$ cat config.mk
export PLATFORM = sky130hd
export DESIGN_NAME = peer_wire_message_deframer_core
export DESIGN_NICKNAME = d
export VERILOG_FILES = /design/src/sv/pwd_pkg.sv /design/src/sv/peer_wire_message_deframer_core.sv /design/src/sv/pwd_frame_engine.sv
export SDC_FILE = /design/constraint.sdc
export NUM_CORES = 1
export LEC_CHECK = 0
export BUFFER_PORTS_ARGS = -buffer_cell sky130_fd_sc_hd__clkbuf_2
export CAP_MARGIN = 40
export CORE_ASPECT_RATIO = 1.2
export CORE_MARGIN = 2
export CORE_UTILIZATION = 35
export CTS_CLUSTER_DIAMETER = 150
export CTS_CLUSTER_SIZE = 14
export DETAILED_ROUTE_END_ITERATION = 16
export HOLD_SLACK_MARGIN = 0.02
export PLACE_DENSITY = 0.54
export REMOVE_ABC_BUFFERS = 1
export SKIP_LAST_GASP = 1
export SYNTH_ARGS = -nofsm -noshare
export SYNTH_HDL_FRONTEND = slang
export SYNTH_SLANG_ARGS = --single-unit
$ cat constraint.sdc
create_clock -name clock -period 9.85 [get_ports clock]
set_input_delay 1.97 -clock clock [delete_from_list [all_inputs] [get_ports clock]]
set_output_delay 1.97 -clock clock [all_outputs]
set_load 0.03 [all_outputs]
$ cat src/sv/pwd_pkg.sv
// Package for the peer-wire message deframer.
// Holds the phase encoding, event codes, sizing constants, the result struct
// and the handshake protocol-string lookup. No dependencies.
package pwd_pkg;

   // Sizing of the handshake and of accepted messages
   localparam int unsigned HANDSHAKE_LEN  = 68;
   localparam logic [6:0]  HS_LAST        = 7'(HANDSHAKE_LEN - 1);
   localparam logic [6:0]  HS_CHECK_LAST  = 7'd19;
   localparam logic [7:0]  HS_PSTRLEN     = 8'd19;
   localparam logic [31:0] MAX_MESSAGE_LEN = 32'd131072;
   localparam logic [1:0]  LEN_LAST_BYTE  = 2'd3;

   // Event codes carried on the result channel
   localparam logic [2:0] EV_HS_OK     = 3'd0;
   localparam logic [2:0] EV_HS_BAD    = 3'd1;
   localparam logic [2:0] EV_KEEPALIVE = 3'd2;
   localparam logic [2:0] EV_PAYLOAD   = 3'd3;
   localparam logic [2:0] EV_EMPTY_MSG = 3'd4;
   localparam logic [2:0] EV_OVERSIZE  = 3'd5;

   // Deframer phase, one-hot
   typedef enum logic [4:0] {
      PH_HANDSHAKE = 5'b00001,
      PH_LENGTH    = 5'b00010,
      PH_TYPE      = 5'b00100,
      PH_PAYLOAD   = 5'b01000,
      PH_DROP      = 5'b10000
   } phase_type;

   // One result transaction
   typedef struct packed {
      logic [2:0]  event_kind;
      logic [7:0]  message_type;
      logic [7:0]  payload_byte;
      logic [16:0] payload_offset;
      logic        last_of_message;
   } result_type;

   // Expected handshake byte at positions 0..19: length prefix, then the
   // protocol string
   function automatic logic [7:0] hs_expected(input logic [4:0] idx);
      logic [7:0] b;
      case (idx)
         5'd0:    b = HS_PSTRLEN;
         5'd1:    b = "B";
         5'd2:    b = "i";
         5'd3:    b = "t";
         5'd4:    b = "T";
         5'd5:    b = "o";
         5'd6:    b = "r";
         5'd7:    b = "r";
         5'd8:    b = "e";
         5'd9:    b = "n";
         5'd10:   b = "t";
         5'd11:   b = " ";
         5'd12:   b = "p";
         5'd13:   b = "r";
         5'd14:   b = "o";
         5'd15:   b = "t";
         5'd16:   b = "o";
         5'd17:   b = "c";
         5'd18:   b = "o";
         5'd19:   b = "l";
         default: b = 8'h00;
      endcase
      return b;
   endfunction

endpackage

$ cat src/sv/peer_wire_message_deframer_core.sv
// A byte accepted into the input register is processed when the engine steps, which loads
// its result (if any) into the result register; rsp_valid is high from then on until
// the result is taken. A step waits while the result register holds an untaken result.
// Throughput: one byte per cycle while rsp_ready stays high; a waiting result stalls
// req_ready once the input register holds a byte. Reset is synchronous: clears valids,
// engine to handshake.
module peer_wire_message_deframer_core import pwd_pkg::*; (
   input  logic        clock,
   input  logic        reset,
   input  logic        req_valid,
   output logic        req_ready,
   input  logic [7:0]  req_rx_byte,
   output logic        rsp_valid,
   input  logic        rsp_ready,
   output logic [2:0]  rsp_event_kind,
   output logic [7:0]  rsp_message_type,
   output logic [7:0]  rsp_payload_byte,
   output logic [16:0] rsp_payload_offset,
   output logic        rsp_last_of_message
);

   logic       in_valid_ff, in_valid_in;
   logic [7:0] in_byte_ff;
   logic       rsp_valid_ff, rsp_valid_in;
   result_type rsp_data_ff;

   logic       advance;
   logic       step;
   logic       emit;
   result_type result;

   // Pipeline control: the engine steps when a byte is buffered and the result slot is free or being taken
   assign advance     = !rsp_valid_ff || rsp_ready;
   assign step        = in_valid_ff && advance;
   assign req_ready   = !in_valid_ff || advance;
   assign in_valid_in = req_valid && req_ready ? 1'b1 : (in_valid_ff && !advance);
   assign rsp_valid_in = step ? emit : (rsp_valid_ff && !rsp_ready);

   // Input register
   always_ff @(posedge clock) begin
      if (reset) begin
         in_valid_ff <= 1'b0;
      end else begin
         in_valid_ff <= in_valid_in;
      end
      if (req_valid && req_ready) begin
         in_byte_ff <= req_rx_byte;
      end
   end

   pwd_frame_engine u_engine (
      .clock   (clock),
      .reset   (reset),
      .step    (step),
      .rx_byte (in_byte_ff),
      .emit    (emit),
      .result  (result)
   );

   // Result register
   always_ff @(posedge clock) begin
      if (reset) begin
         rsp_valid_ff <= 1'b0;
      end else begin
         rsp_valid_ff <= rsp_valid_in;
      end
      if (step && emit) begin
         rsp_data_ff <= result;
      end
   end

   assign rsp_valid           = rsp_valid_ff;
   assign rsp_event_kind      = rsp_data_ff.event_kind;
   assign rsp_message_type    = rsp_data_ff.message_type;
   assign rsp_payload_byte    = rsp_data_ff.payload_byte;
   assign rsp_payload_offset  = rsp_data_ff.payload_offset;
   assign rsp_last_of_message = rsp_data_ff.last_of_message;

   // A buffered byte is never dropped while the result slot is blocked
   a_in_hold: assert property (@(posedge clock) disable iff (reset)
      in_valid_ff && rsp_valid_ff && !rsp_ready |=> in_valid_ff)
      else $error("buffered input transaction lost under backpressure");

   // The engine only steps when the result slot can take its output
   a_no_overwrite: assert property (@(posedge clock) disable iff (reset)
      step |-> (!rsp_valid_ff || rsp_ready))
      else $error("engine stepped with result slot full");

   // Result registers only load on a step that emits
   a_rsp_from_step: assert property (@(posedge clock) disable iff (reset)
      !rsp_valid_ff ##1 rsp_valid_ff |-> $past(step) && $past(emit))
      else $error("result appeared without an emitting step");

endmodule

$ cat src/sv/pwd_frame_engine.sv
// Per-byte deframing engine: phase machine, handshake check, length
// assembly and payload counters. One byte is processed per step.
// Depends on pwd_pkg.
module pwd_frame_engine import pwd_pkg::*; (
   input  logic       clock,
   input  logic       reset,
   input  logic       step,
   input  logic [7:0] rx_byte,
   output logic       emit,
   output result_type result
);

   phase_type   phase_ff, phase_in;
   logic [6:0]  hs_count_ff, hs_count_in;
   logic        hs_good_ff, hs_good_in;
   logic [23:0] len_shift_ff, len_shift_in;
   logic [1:0]  len_count_ff, len_count_in;
   logic [16:0] remaining_ff, remaining_in;
   logic [7:0]  cur_type_ff, cur_type_in;
   logic [16:0] offset_ff, offset_in;

   logic        hs_match;
   logic [31:0] full_len;
   logic [31:0] len_m1;
   logic        pay_last;

   // Handshake byte check; positions past the protocol string always match
   assign hs_match = (hs_count_ff > HS_CHECK_LAST) ||
                     (rx_byte == hs_expected(hs_count_ff[4:0]));

   assign full_len = {len_shift_ff, rx_byte};
   assign len_m1   = full_len - 32'd1;
   assign pay_last = (remaining_ff <= 17'd1);

   // Next state and result
   always_comb begin
      phase_in     = phase_ff;
      hs_count_in  = hs_count_ff;
      hs_good_in   = hs_good_ff;
      len_shift_in = len_shift_ff;
      len_count_in = len_count_ff;
      remaining_in = remaining_ff;
      cur_type_in  = cur_type_ff;
      offset_in    = offset_ff;
      emit         = 1'b0;
      result       = '0;
      result.last_of_message = 1'b1;

      unique case (phase_ff)
         PH_HANDSHAKE: begin
            hs_good_in = hs_good_ff & hs_match;
            if (hs_count_ff == HS_LAST) begin
               hs_count_in  = '0;
               len_shift_in = '0;
               len_count_in = '0;
               emit         = 1'b1;
               if (hs_good_ff && hs_match) begin
                  phase_in          = PH_LENGTH;
                  result.event_kind = EV_HS_OK;
               end else begin
                  phase_in          = PH_DROP;
                  result.event_kind = EV_HS_BAD;
               end
            end else begin
               hs_count_in = hs_count_ff + 7'd1;
            end
         end
         PH_LENGTH: begin
            len_shift_in = {len_shift_ff[15:0], rx_byte};
            if (len_count_ff != LEN_LAST_BYTE) begin
               len_count_in = len_count_ff + 2'd1;
            end else begin
               len_count_in = '0;
               if (full_len == 32'd0) begin
                  emit              = 1'b1;
                  result.event_kind = EV_KEEPALIVE;
               end else if (full_len > MAX_MESSAGE_LEN) begin
                  emit              = 1'b1;
                  result.event_kind = EV_OVERSIZE;
                  phase_in          = PH_DROP;
               end else begin
                  remaining_in = len_m1[16:0];
                  offset_in    = '0;
                  phase_in     = PH_TYPE;
               end
            end
         end
         PH_TYPE: begin
            cur_type_in  = rx_byte;
            offset_in    = '0;
            len_shift_in = '0;
            if (remaining_ff == 17'd0) begin
               emit                = 1'b1;
               result.event_kind   = EV_EMPTY_MSG;
               result.message_type = rx_byte;
               phase_in            = PH_LENGTH;
            end else begin
               phase_in = PH_PAYLOAD;
            end
         end
         PH_PAYLOAD: begin
            emit                   = 1'b1;
            result.event_kind      = EV_PAYLOAD;
            result.message_type    = cur_type_ff;
            result.payload_byte    = rx_byte;
            result.payload_offset  = offset_ff;
            result.last_of_message = pay_last;
            if (pay_last) begin
               remaining_in = '0;
               offset_in    = '0;
               phase_in     = PH_LENGTH;
            end else begin
               remaining_in = remaining_ff - 17'd1;
               offset_in    = offset_ff + 17'd1;
            end
         end
         PH_DROP: begin
            phase_in = PH_DROP;
         end
         default: begin
            phase_in = PH_DROP;
         end
      endcase
   end

   // State registers, updated only when a byte is processed
   always_ff @(posedge clock) begin
      if (reset) begin
         phase_ff     <= PH_HANDSHAKE;
         hs_count_ff  <= '0;
         hs_good_ff   <= 1'b1;
         len_shift_ff <= '0;
         len_count_ff <= '0;
         remaining_ff <= '0;
         cur_type_ff  <= '0;
         offset_ff    <= '0;
      end else if (step) begin
         phase_ff     <= phase_in;
         hs_count_ff  <= hs_count_in;
         hs_good_ff   <= hs_good_in;
         len_shift_ff <= len_shift_in;
         len_count_ff <= len_count_in;
         remaining_ff <= remaining_in;
         cur_type_ff  <= cur_type_in;
         offset_ff    <= offset_in;
      end
   end

   // Drop is terminal until reset
   a_drop_sticky: assert property (@(posedge clock) disable iff (reset)
      phase_ff == PH_DROP |=> phase_ff == PH_DROP)
      else $error("left drop phase without reset");

   // Handshake verdict only on the final handshake byte
   a_hs_verdict_pos: assert property (@(posedge clock) disable iff (reset)
      step && emit && (result.event_kind == EV_HS_OK || result.event_kind == EV_HS_BAD)
      |-> hs_count_ff == HS_LAST)
      else $error("handshake verdict at wrong byte position");

   // Payload phase always has bytes left to take
   a_payload_nonempty: assert property (@(posedge clock) disable iff (reset)
      phase_ff == PH_PAYLOAD |-> remaining_ff != 17'd0)
      else $error("payload phase with no bytes remaining");

endmodule
* Word level (Yosys, flattened, before mapping)
Memory sizes are Yosys's and may differ from the RTL's. A register that Yosys moved wholly into a read port is not among the register bits. Index checks and enable logic that the tools add are counted.
Storage, ports and cells: register bits 128, bits in read-only memories 224, bits of input ports 12, output and inout port bits 39, word-level logic and storage cells 106, memories kept 1
Cells by class: add/sub/neg operators 5, magnitude comparators 3, equal/unequal tests 12, mux-type cells 42, bitwise gates (word level) 1, reductions and logical operators 26
Memories:
- (name not given) | depth 32, width 7, rd ports 1, clocked after Yosys merged registers in 1, write ports 0, line pwd_pkg.sv:44 | case (idx)
Operators with widths (count):
- 17-bit two-way mux | 8
- 24-bit one-hot mux with 3 select lines | 1
- 17-bit one-hot mux with 3 select lines | 1
- 5-bit two-way mux | 8
- 17-bit one-hot mux with 2 select lines | 1
- 17-bit by 1-bit subtractor with 17-bit output (second input constant) | 2
- 32-bit by 18-bit > comparator with 1-bit output (second input constant) | 1
- 32-bit logical NOT | 1
- 24-bit two-way mux | 1
- 5-bit one-hot mux with 4 select lines | 1
- 17-bit by 1-bit adder with 17-bit output (second input constant) | 1
- 17-bit by 1-bit less-or-equal comparator with 1-bit output (second input constant) | 1
- 17-bit logical NOT | 1
- 8-bit one-hot mux with 2 select lines | 1
- 5-bit AND reduction | 3
- 3-bit two-way mux | 4
- 3-bit one-hot mux with 4 select lines | 1
- 11-bit two-way mux | 1
- 8-bit equality test | 1
- 1-bit two-way mux | 8
- 2-bit != test (second input constant) | 4
- 7-bit by 1-bit adder with 7-bit output (second input constant) | 1
- 7-bit equality test (second input constant) | 1
- 7-bit by 5-bit > comparator with 1-bit output (second input constant) | 1
- other kinds (19) | 35

* Depth between registers and ports, before layout
Gate-level depths: netlist of the first run.
word-level depth 6, gate-level depth with buffers 13, depth with buffers taken out 13

* Hierarchy
Synthesis of the first run repeated with hierarchy kept, for this count alone.
Second synthesis, totals: cell total of the unflattened synthesis 753, area total of the unflattened synthesis 6894.1 µm²
By module, submodules not included:
- pwd_frame_engine | instances 1, cells each 697, area an instance 5436.5 µm², seq. area each 1761.7 µm²
- peer_wire_message_deframer_core | instances 1, cells each 56, area an instance 1457.6 µm², seq. area each 1391.3 µm²

* Worst setup path after synthesis of the first run
Ideal clock, no wire load.
path type input -> output, from input rsp_ready, to output req_ready, arrival 2538 ps, data required time 7880 ps, setup slack 5342 ps, stages on the path 2, path through nor2b_1 -> nand2_1
On the way: cells in the longest elaborated chain, start to end 2
Ends and longest elaborated chain:
- from (decl) | line peer_wire_message_deframer_core.sv:14 | input logic rsp_ready,
- 1-bit logical OR | line peer_wire_message_deframer_core.sv:33 | assign advance = !rsp_valid_ff || rsp_ready;
- 1-bit logical OR | line peer_wire_message_deframer_core.sv:35 | assign req_ready = !in_valid_ff || advance;
- to (decl) | line peer_wire_message_deframer_core.sv:11 | output logic req_ready,
Every way passes these cells.

* Final worst setup path of the first run
Same ends and word-level chain as after synthesis.

==> results of run 1 <==
Yosys cell counts, types with 7 or more instances:
cell type,count,share of area [%]
a21oi_1,39,2.9
a22o_1,8,1.0
a22oi_1,23,2.6
a31oi_1,10,0.93
and2_1,15,1.4
and3_1,7,0.65
clkbuf_1,33,1.8
dfxtp_1,90,27
edfxtp_1,45,20
ha_1,13,2.4
inv_1,22,1.2
mux2i_1,13,1.9
nand2_1,59,3.3
nand3_1,25,1.9
nor2_1,99,5.5
nor3_1,25,1.9
nor4_1,17,1.6
o21ai_0,42,3.1
or4_1,7,0.78
xnor2_1,17,2.2
xor2_1,9,1.2
power by group through the flow:
stage	clock network (mW)	registers, mW	logic [mW]
final	0.684	0.590	0.0400
after global routing	0.723	0.590	0.0443
after CTS	0.696	0.589	0.0396
after detailed placement	0	0.602	0.0395
after global placement	0	0.601	0.0386
after floorplan	0	0.597	0.0250
stage by stage:
step	hold slack, ps	worst slack [ps]
floorplan	425	5340
global placement	443	5200
detailed placement	463	5030
CTS	471	5160
global route	500	5090
finish	469	5180
logic make-up after synthesis:
family | synth area share, %
and+or+nand+nor | 21.1
AOI/OAI and AO/OA | 19.2
buffers and inverters | 4.55
adders and majority gates | 2.43
muxes | 2.28
DFF | 47.0
xor gates and xnor gates | 3.40
worst max-delay path by stage:
stage,from,endpoint,slack [ps],cells past startpoint
floorplan,rsp_ready,req_ready,5340,2
global placement,rsp_ready,flop,5200,12
detailed placement,rsp_ready,flop,5030,12
CTS,rsp_ready,req_ready,5160,4
global route,rsp_ready,req_ready,5090,4
finish,rsp_ready,req_ready,5180,4
metal layers:
| layer | track usage (%) | routed length [um] | up-vias | share of wire [%] |
|---|---|---|---|---|
| met2 | 30.5 | 8490 | 159 | 49 |
| met1 | 21.4 | 7670 | 2738 | 44 |
| met5 | 0 | 0 | - | 0 |
| met3 | 3.60 | 731 | 29 | 4.2 |
| met4 | 8.05 | 427 | 0 | 2.5 |
| li1 | - | - | 2758 | - |
registers in the layout, summed over array words and instances (netlist names), named ones only:
register / flops
u_engine.offset_ff: 17
rsp_message_type: 8
u_engine.cur_type_ff: 8
u_engine.hs_good_ff: 1
rsp_payload_offset: 17
u_engine.remaining_ff: 17
in_valid_ff: 1
u_engine.phase_ff: 5
rsp_last_of_message: 1
u_engine.len_shift_ff: 24
in_byte_ff: 8
u_engine.len_count_ff: 2
rsp_valid: 1
rsp_payload_byte: 8
rsp_event_kind: 3
u_engine.hs_count_ff: 7
critical path, delay by kind of cell:
family,cells,cell delay (ps)
and+or+nand+nor,2,440
buffers and inverters,2,290
layout make-up:
type	count	area (sq um)	area share [%]
flip-flops and latches	135	3150	40.4
well taps	256	320	4.11
clock inverters	14	205	2.63
clock buffers	18	429	5.50
repair buffers	58	350	4.49
multi-input cells	533	3260	41.8
inverters	23	86.3	1.11
==> results.sh, run 1 <==
export IMPL_synthFlopType="dfxtp_1"
export IMPL_port_buffers=50
export IMPL_grt_overflow=0
export IMPL_critPathMaxFanout=5
export IMPL_switchingPower_mw=0.273
export IMPL_layout_commonest_cell="nor2_1"
export IMPL_initial_core_util_pct=35.6
export IMPL_synth_area_sq_mm=0.00671
export IMPL_setup_tns_ps=0
export IMPL_hold_buffers=0
export IMPL_drive_gt1_share_pct=13.2
export IMPL_path_common_cell="clkbuf_2"
export IMPL_fin_skew_ps=7.88
export IMPL_p_int_mw=1.04
export IMPL_synth_seq_area_share_pct=47.0
export IMPL_vias=5684
export IMPL_post_dp_cell_area_sq_mm=0.00717
export IMPL_grt_pass1_vias=5590
export IMPL_fmax_mhz=214
export IMPL_syn_avg_cell_area_sq_um=9.09
export IMPL_max_cap_violations=0
export IMPL_leakagePower_nw=2.69
export IMPL_grt_pass1_wl_mm=28.4
export IMPL_antenna_found_initial=0
export IMPL_cts_tree="done"
export IMPL_p_sw_share_pct=20.8
export IMPL_worst_pin_slew_ps=915
export IMPL_drt_first_pass_iters=5
export IMPL_core_area_sq_mm=0.0189
export IMPL_cts_resized=0
export IMPL_drtAntennaViolNets=0
export IMPL_clock_latency_ps=420
export IMPL_fillers=1877
export IMPL_r2r_end="rsp_payload_offset[10]"
export IMPL_io_pins=51
export IMPL_wirelength_mm=17.3
export IMPL_synth_seq_cells=135
export IMPL_hold_viol_final=0
export IMPL_postCtsSetupRepairBufs=0
export IMPL_clock_power_share_pct=52.1
export IMPL_arrival_ps=2700
export IMPL_drv_slew=0
export IMPL_hold_path_class="reg2reg"
export IMPL_hold_depth=2
export IMPL_design_die_area_sq_mm=0.0203
export IMPL_total_power_mw=1.31
export IMPL_synth_edf_count=45
export IMPL_routedWlPerCell_um=16.7
export IMPL_area_growth_pct=16.3
export IMPL_required_ps=7880
export IMPL_hold_start="u_engine.len_shift_ff[23]"
export IMPL_p_seq_share_pct=44.9
export IMPL_relSlewSlack_pct=39.0
export IMPL_routabilityCongestion=0.870
export IMPL_period_share_pct=47.4
export IMPL_synth_cell_types=76
export IMPL_routed_via_density=5.48
export IMPL_outcome="completed"
export IMPL_die_h_um=156
export IMPL_layout_common_cells="97 x nor2_1, 90 x dfxtp_1, 59 x nand2_1, 50 x clkbuf_2, 45 x edfxtp_1"
export IMPL_min_to="u_engine.len_shift_ff[23]"
export IMPL_nNetsFinal=793
export IMPL_grtUsageTotal_pct=17.8
export IMPL_crit_chain="clkbuf_2 -> nor2b_1 -> nand2_1 -> clkbuf_2"
export IMPL_slowest_stage="nor2b_1"
export IMPL_drc=0
export IMPL_vdd_drop_max_mv=0.111
export IMPL_cts_root_buf="clkbuf_16"
export IMPL_clockBufferDepth=2
export IMPL_setup_violations=0
export IMPL_cpPeakStageDelay_ps=320
export IMPL_dpl_cell_count=1005
export IMPL_r2r_cells=9
export IMPL_async_flop_share_pct=0
export IMPL_clk_pin_slew_ps=60
export IMPL_r2r_slack_ps=5740
export IMPL_r2r_start="in_byte_ff[0]"
export IMPL_fin_area_sq_mm=0.00780
export IMPL_crit_type="in2out"
export IMPL_yosys_warnings=0
export IMPL_critPathCaptureType="primary output"
export IMPL_fin_cells=1037
export IMPL_rows=55
export IMPL_cp_start_kind="input pin"
export IMPL_die_w_um=130
export IMPL_antenna_diode_count=0
export IMPL_period_needed_ps=4670
export IMPL_clock_sinks=135
export IMPL_rsz0062_at_grt="no"
export IMPL_cellPowerDensity_mw_per_mm2=168
export IMPL_synthCells=738
export IMPL_hpwl_mm=11.9
export IMPL_numCtsBuffers=17
export IMPL_cts_max_level=4
export IMPL_final_core_util_pct=41.4
export IMPL_power_frac_comb_pct=3.0
export IMPL_grt_max_degree=59
export IMPL_drtIter0Drc=454
Note: power is estimated with default switching activity, not from simulation.
==> run 2: changes to the inputs <==
==> constraint.sdc (replaced) <==
create_clock -name clock -period 4.83 [get_ports clock]
set_input_delay 0.966 -clock clock [delete_from_list [all_inputs] [get_ports clock]]
set_output_delay 0.966 -clock clock [all_outputs]
set_load 0.03 [all_outputs]
==> results.sh, run 2 (synthesis results as in run 1) <==
export IMPL_crit_chain="inv_1 -> ha_1 -> or4b_1 -> or4_1 -> a21o_1 -> nand3_1 -> nor4b_1 -> nor2_4 -> buf_4"
export IMPL_routedWlPerCell_um=16.8
export IMPL_drv_slew=0
export IMPL_period_share_pct=76.3
export IMPL_die_w_um=130
export IMPL_endpoint="rsp_payload_offset[11]"
export IMPL_area_growth_pct=15.6
export IMPL_critPathMaxFanout=37
export IMPL_critical_path_cell_count=9
export IMPL_leakagePower_nw=2.68
export IMPL_hold_viol_final=0
export IMPL_hpwl_mm=12.1
export IMPL_r2r_start="in_byte_ff[1]"
export IMPL_vias=5719
export IMPL_path_buf_inv=2
export IMPL_max_cap_violations=0
export IMPL_fin_skew_ps=7.83
export IMPL_setup_violations=0
export IMPL_cellPowerDensity_mw_per_mm2=335
export IMPL_wirelength_mm=17.5
export IMPL_port_buffers=50
export IMPL_clock_latency_ps=420
export IMPL_crit_type="reg2reg"
export IMPL_setup_tns_ps=0
export IMPL_io_pins=51
export IMPL_cpPeakStageDelay_ps=650
export IMPL_hold_buffers=0
export IMPL_largest_reg_flops=24
export IMPL_drc=0
export IMPL_critPathCaptureType="flop"
export IMPL_antenna_found_initial=0
export IMPL_top_register="u_engine.len_shift_ff"
export IMPL_drive_gt1_share_pct=13.5
export IMPL_rsz0062_at_grt="no"
export IMPL_grt_overflow=0
export IMPL_grt_pass1_vias=5543
export IMPL_slowest_stage="or4_1"
export IMPL_initial_core_util_pct=35.6
export IMPL_r2r_slack_ps=1150
export IMPL_routed_via_density=5.50
export IMPL_outcome="completed"
export IMPL_period_needed_ps=3680
export IMPL_fmax_mhz=271
export IMPL_r2r_end="rsp_payload_offset[11]"
export IMPL_cp_start_kind="flop"
export IMPL_die_h_um=156
export IMPL_cts_max_level=4
export IMPL_required_ps=4940
export IMPL_layout_commonest_cell="nor2_1"
export IMPL_clk_pin_slew_ps=60
export IMPL_worst_pin_slew_ps=892
export IMPL_grt_max_degree=63
export IMPL_arrival_ps=3800
export IMPL_antenna_diode_count=0
export IMPL_cts_root_buf="clkbuf_16"
export IMPL_drtAntennaViolNets=0
export IMPL_drt_first_pass_iters=5
export IMPL_numCtsBuffers=17
export IMPL_core_area_sq_mm=0.0189
export IMPL_relSlewSlack_pct=40.5
export IMPL_design_die_area_sq_mm=0.0203
export IMPL_cts_resized=0
export IMPL_postCtsSetupRepairBufs=0
export IMPL_r2r_cells=9
export IMPL_rows=55
export IMPL_grt_pass1_wl_mm=28.1
export IMPL_vdd_drop_max_mv=0.240
export IMPL_hold_path_class="reg2reg"
export IMPL_grtUsageTotal_pct=17.8
export IMPL_layout_common_cells="97 x nor2_1, 90 x dfxtp_1, 59 x nand2_1, 50 x clkbuf_2, 45 x edfxtp_1"
export IMPL_total_power_mw=2.60
export IMPL_cts_tree="done"
export IMPL_startpoint="in_byte_ff[1]"
export IMPL_routabilityCongestion=0.815
export IMPL_nNetsFinal=796
export IMPL_final_core_util_pct=41.1
export IMPL_clock_sinks=135
export IMPL_clockBufferDepth=2
export IMPL_drtIter0Drc=376
export IMPL_critPathTopFamily="simple AND/OR/NAND/NOR gates"
## run 2: layout make-up
type	instances	area, sq um
flip-flops and latches	135	3150
inverters	23	86.3
multi-input cells	533	3260
clock buffers	20	447
repair buffers	61	340
clock inverters	12	150
fillers	1907	11100
well taps	256	320
## run 2: worst min-delay path by stage
stage,startpoint,end,cells after the start
after global routing,u_engine.len_shift_ff[23],u_engine.len_shift_ff[23],2
final,u_engine.len_shift_ff[23],u_engine.len_shift_ff[23],2
after CTS,u_engine.len_shift_ff[23],u_engine.len_shift_ff[23],2
after detailed placement,u_engine.len_shift_ff[23],u_engine.len_shift_ff[23],2
after floorplan,u_engine.len_shift_ff[23],u_engine.len_shift_ff[23],2
after global placement,u_engine.len_shift_ff[23],u_engine.len_shift_ff[23],2
## run 2: through the flow
step	cell area (sq um)	setup slack (ps)	cells	hold WS, ps
floorplan	6490	603	691	425
global placement	7140	1180	1007	448
detailed placement	7160	1060	1008	448
CTS	7750	1160	1040	456
global route	7750	914	1040	479
finish	7750	1150	1040	455
## run 2: where the power goes
part,total (mW),switching [mW],internal [mW]
combinational,0.0824,0.0498,0.0326
sequential,1.20,0.0216,1.18
clock,1.32,0.493,0.824
## run 2: worst min-delay path, cell delays in order (launching register included)
cell	delay (ps)
dfxtp_1	310
nand2_1	50
a21oi_1	50
## run 2: routing by layer
| layer | GRT usage, % | wire length [um] | vias up |
|---|---|---|---|
| li1 | - | - | 2765 |
| met4 | 7.80 | 390 | 0 |
| met5 | 0 | 0 | - |
| met2 | 30.8 | 8920 | 181 |
| met1 | 21.0 | 7320 | 2739 |
| met3 | 4.05 | 835 | 34 |
==> run 3: changes to the inputs <==
--- a/config.mk
+++ b/config.mk
@@ -14,7 +14,7 @@
 export CTS_CLUSTER_SIZE = 14
 export DETAILED_ROUTE_END_ITERATION = 16
 export HOLD_SLACK_MARGIN = 0.02
-export PLACE_DENSITY = 0.54
+export PLACE_DENSITY = 0.56
 export REMOVE_ABC_BUFFERS = 1
 export SKIP_LAST_GASP = 1
 export SYNTH_ARGS = -nofsm -noshare
==> constraint.sdc (replaced) <==
create_clock -name clock -period 2.99 [get_ports clock]
set_input_delay 0.598 -clock clock [delete_from_list [all_inputs] [get_ports clock]]
set_output_delay 0.598 -clock clock [all_outputs]
set_load 0.03 [all_outputs]
==> results.sh, run 3 (synthesis results as in run 1) <==
export IMPL_drtAntennaViolNets=0
export IMPL_cts_root_buf="clkbuf_16"
export IMPL_routabilityCongestion=0.834
export IMPL_drive_gt1_share_pct=21.9
export IMPL_outcome="completed"
export IMPL_critPathMaxFanout=14
export IMPL_initial_core_util_pct=35.6
export IMPL_antenna_found_initial=0
export IMPL_fillers=1919
export IMPL_vias=5854
export IMPL_path_buf_inv=3
export IMPL_grt_overflow=0
export IMPL_fin_cells=1113
export IMPL_met1_usage_pct=23.4
export IMPL_hpwl_mm=13.2
export IMPL_drtIter0Drc=361
export IMPL_drc=0
export IMPL_grt_pass1_vias=5578
export IMPL_design_die_area_sq_mm=0.0203
export IMPL_cts_max_level=4
export IMPL_wirelength_mm=18.3
export IMPL_core_area_sq_mm=0.0189
export IMPL_worst_pin_slew_ps=881
export IMPL_critPathCaptureType="flop"
export IMPL_cpPeakStageDelay_ps=460
export IMPL_die_w_um=130
export IMPL_hold_path_class="in2reg"
export IMPL_nNetsFinal=869
export IMPL_hold_buffers=0
export IMPL_port_buffers=50
export IMPL_cp_start_kind="flop"
export IMPL_hold_viol_final=0
export IMPL_dpl_cell_count=1078
export IMPL_clockBufferDepth=2
export IMPL_required_ps=3130
export IMPL_setup_violations=0
export IMPL_numCtsBuffers=17
export IMPL_leakagePower_nw=3.08
export IMPL_arrival_ps=3040
export IMPL_slowest_stage="or4b_4"
export IMPL_relSlewSlack_pct=41.2
export IMPL_cellPowerDensity_mw_per_mm2=509
export IMPL_period_share_pct=97.0
export IMPL_io_pins=51
export IMPL_die_h_um=156
export IMPL_grt_use_met3_pct=3.46
export IMPL_top_register="u_engine.len_shift_ff"
export IMPL_clock_latency_ps=430
export IMPL_vdd_drop_max_mv=0.384
export IMPL_layout_commonest_cell="nor2_1"
export IMPL_grt_max_degree=45
export IMPL_fmax_mhz=345
export IMPL_fin_skew_ps=8.54
export IMPL_grtUsageTotal_pct=19.0
export IMPL_crit_chain="inv_2 -> ha_4 -> or4b_4 -> or4_4 -> o41ai_2 -> nor4b_4 -> buf_4 -> nor2_4 -> buf_12"
export IMPL_gr_max_usage_layer="met2"
export IMPL_max_cap_violations=0
export IMPL_routedWlPerCell_um=16.4
export IMPL_routed_via_density=5.26
export IMPL_total_power_mw=4.28
export IMPL_drt_first_pass_iters=5
export IMPL_cts_tree="done"
export IMPL_fin_area_sq_mm=0.00842
export IMPL_clk_pin_slew_ps=60
export IMPL_layout_common_cells="98 x nor2_1, 90 x dfxtp_1, 80 x buf_4, 59 x nand2_1, 50 x clkbuf_2"
export IMPL_post_dp_cell_area_sq_mm=0.00771
export IMPL_grt_util_met2_pct=32.4
export IMPL_antenna_diode_count=0
export IMPL_area_growth_pct=25.5
export IMPL_crit_type="reg2reg"
export IMPL_largest_reg_flops=24
export IMPL_setup_tns_ps=0
export IMPL_critPathTopFamily="simple AND/OR/NAND/NOR gates"
export IMPL_drv_slew=0
export IMPL_rows=55
export IMPL_period_needed_ps=2900
export IMPL_rsz0062_at_grt="yes"
export IMPL_grt_pass1_wl_mm=29.6
export IMPL_clock_sinks=135
==> run 3: cell count changes in the layout (fill, tap and decap cells not counted), moves of 2 or more <==
cell      delta
inv_1        -2
inv_2        +2
buf_4       +70
buf_12       +2
buf_16       +2
clkinv_1     -2
clkinv_4     +3
==> run 3: repair_timing <==
action,4_1_cts,5_1_grt
gates cloned,1,0
setup buffers,2,0
setup endpoints to repair,39,12
pin swaps,3,1
gates resized for setup,9,1
==> run 3: worst paths after layout <==
path                              from                        end  slack (ps)  cells after the start
min                     req_rx_byte[7]              in_byte_ff[7]         350                      1
min reg2reg  u_engine.len_shift_ff[23]  u_engine.len_shift_ff[23]         460                      2
max reg2reg              in_byte_ff[0]        rsp_message_type[6]          90                      9
max                      in_byte_ff[0]        rsp_message_type[6]          90                      9
==> run 3: report_power, final <==
part,total (mW),internal (mW),switching (mW)
clock,2.16,1.34,0.820
combinational,0.204,0.0878,0.116
sequential,1.92,1.91,0.0107
==> run 3: final cells by class <==
cell class	count	area [sq um]	area share (%)
multi-input cells	533	3300	39.2
flip-flops and latches	135	3150	37.5
well taps	256	320	3.80
clock buffers	19	443	5.26
repair buffers	134	946	11.2
clock inverters	13	171	2.04
inverters	23	86.3	1.03
==> run 3: metrics by stage <==
stage,hold WS (ps),util (%),setup slack [ps]
finish,349,44.6,88.5
global route,337,44.6,-113
CTS,336,44.7,10.4
detailed placement,447,40.9,-285
global placement,443,40.7,-430
floorplan,425,-,-1240
==> run 3: metal layers <==
layer / share of wire [%] / routed length (um)
met5: 0 / 0
met4: 2.2 / 405
met3: 3.4 / 627
met2: 50 / 9190
met1: 44 / 8080
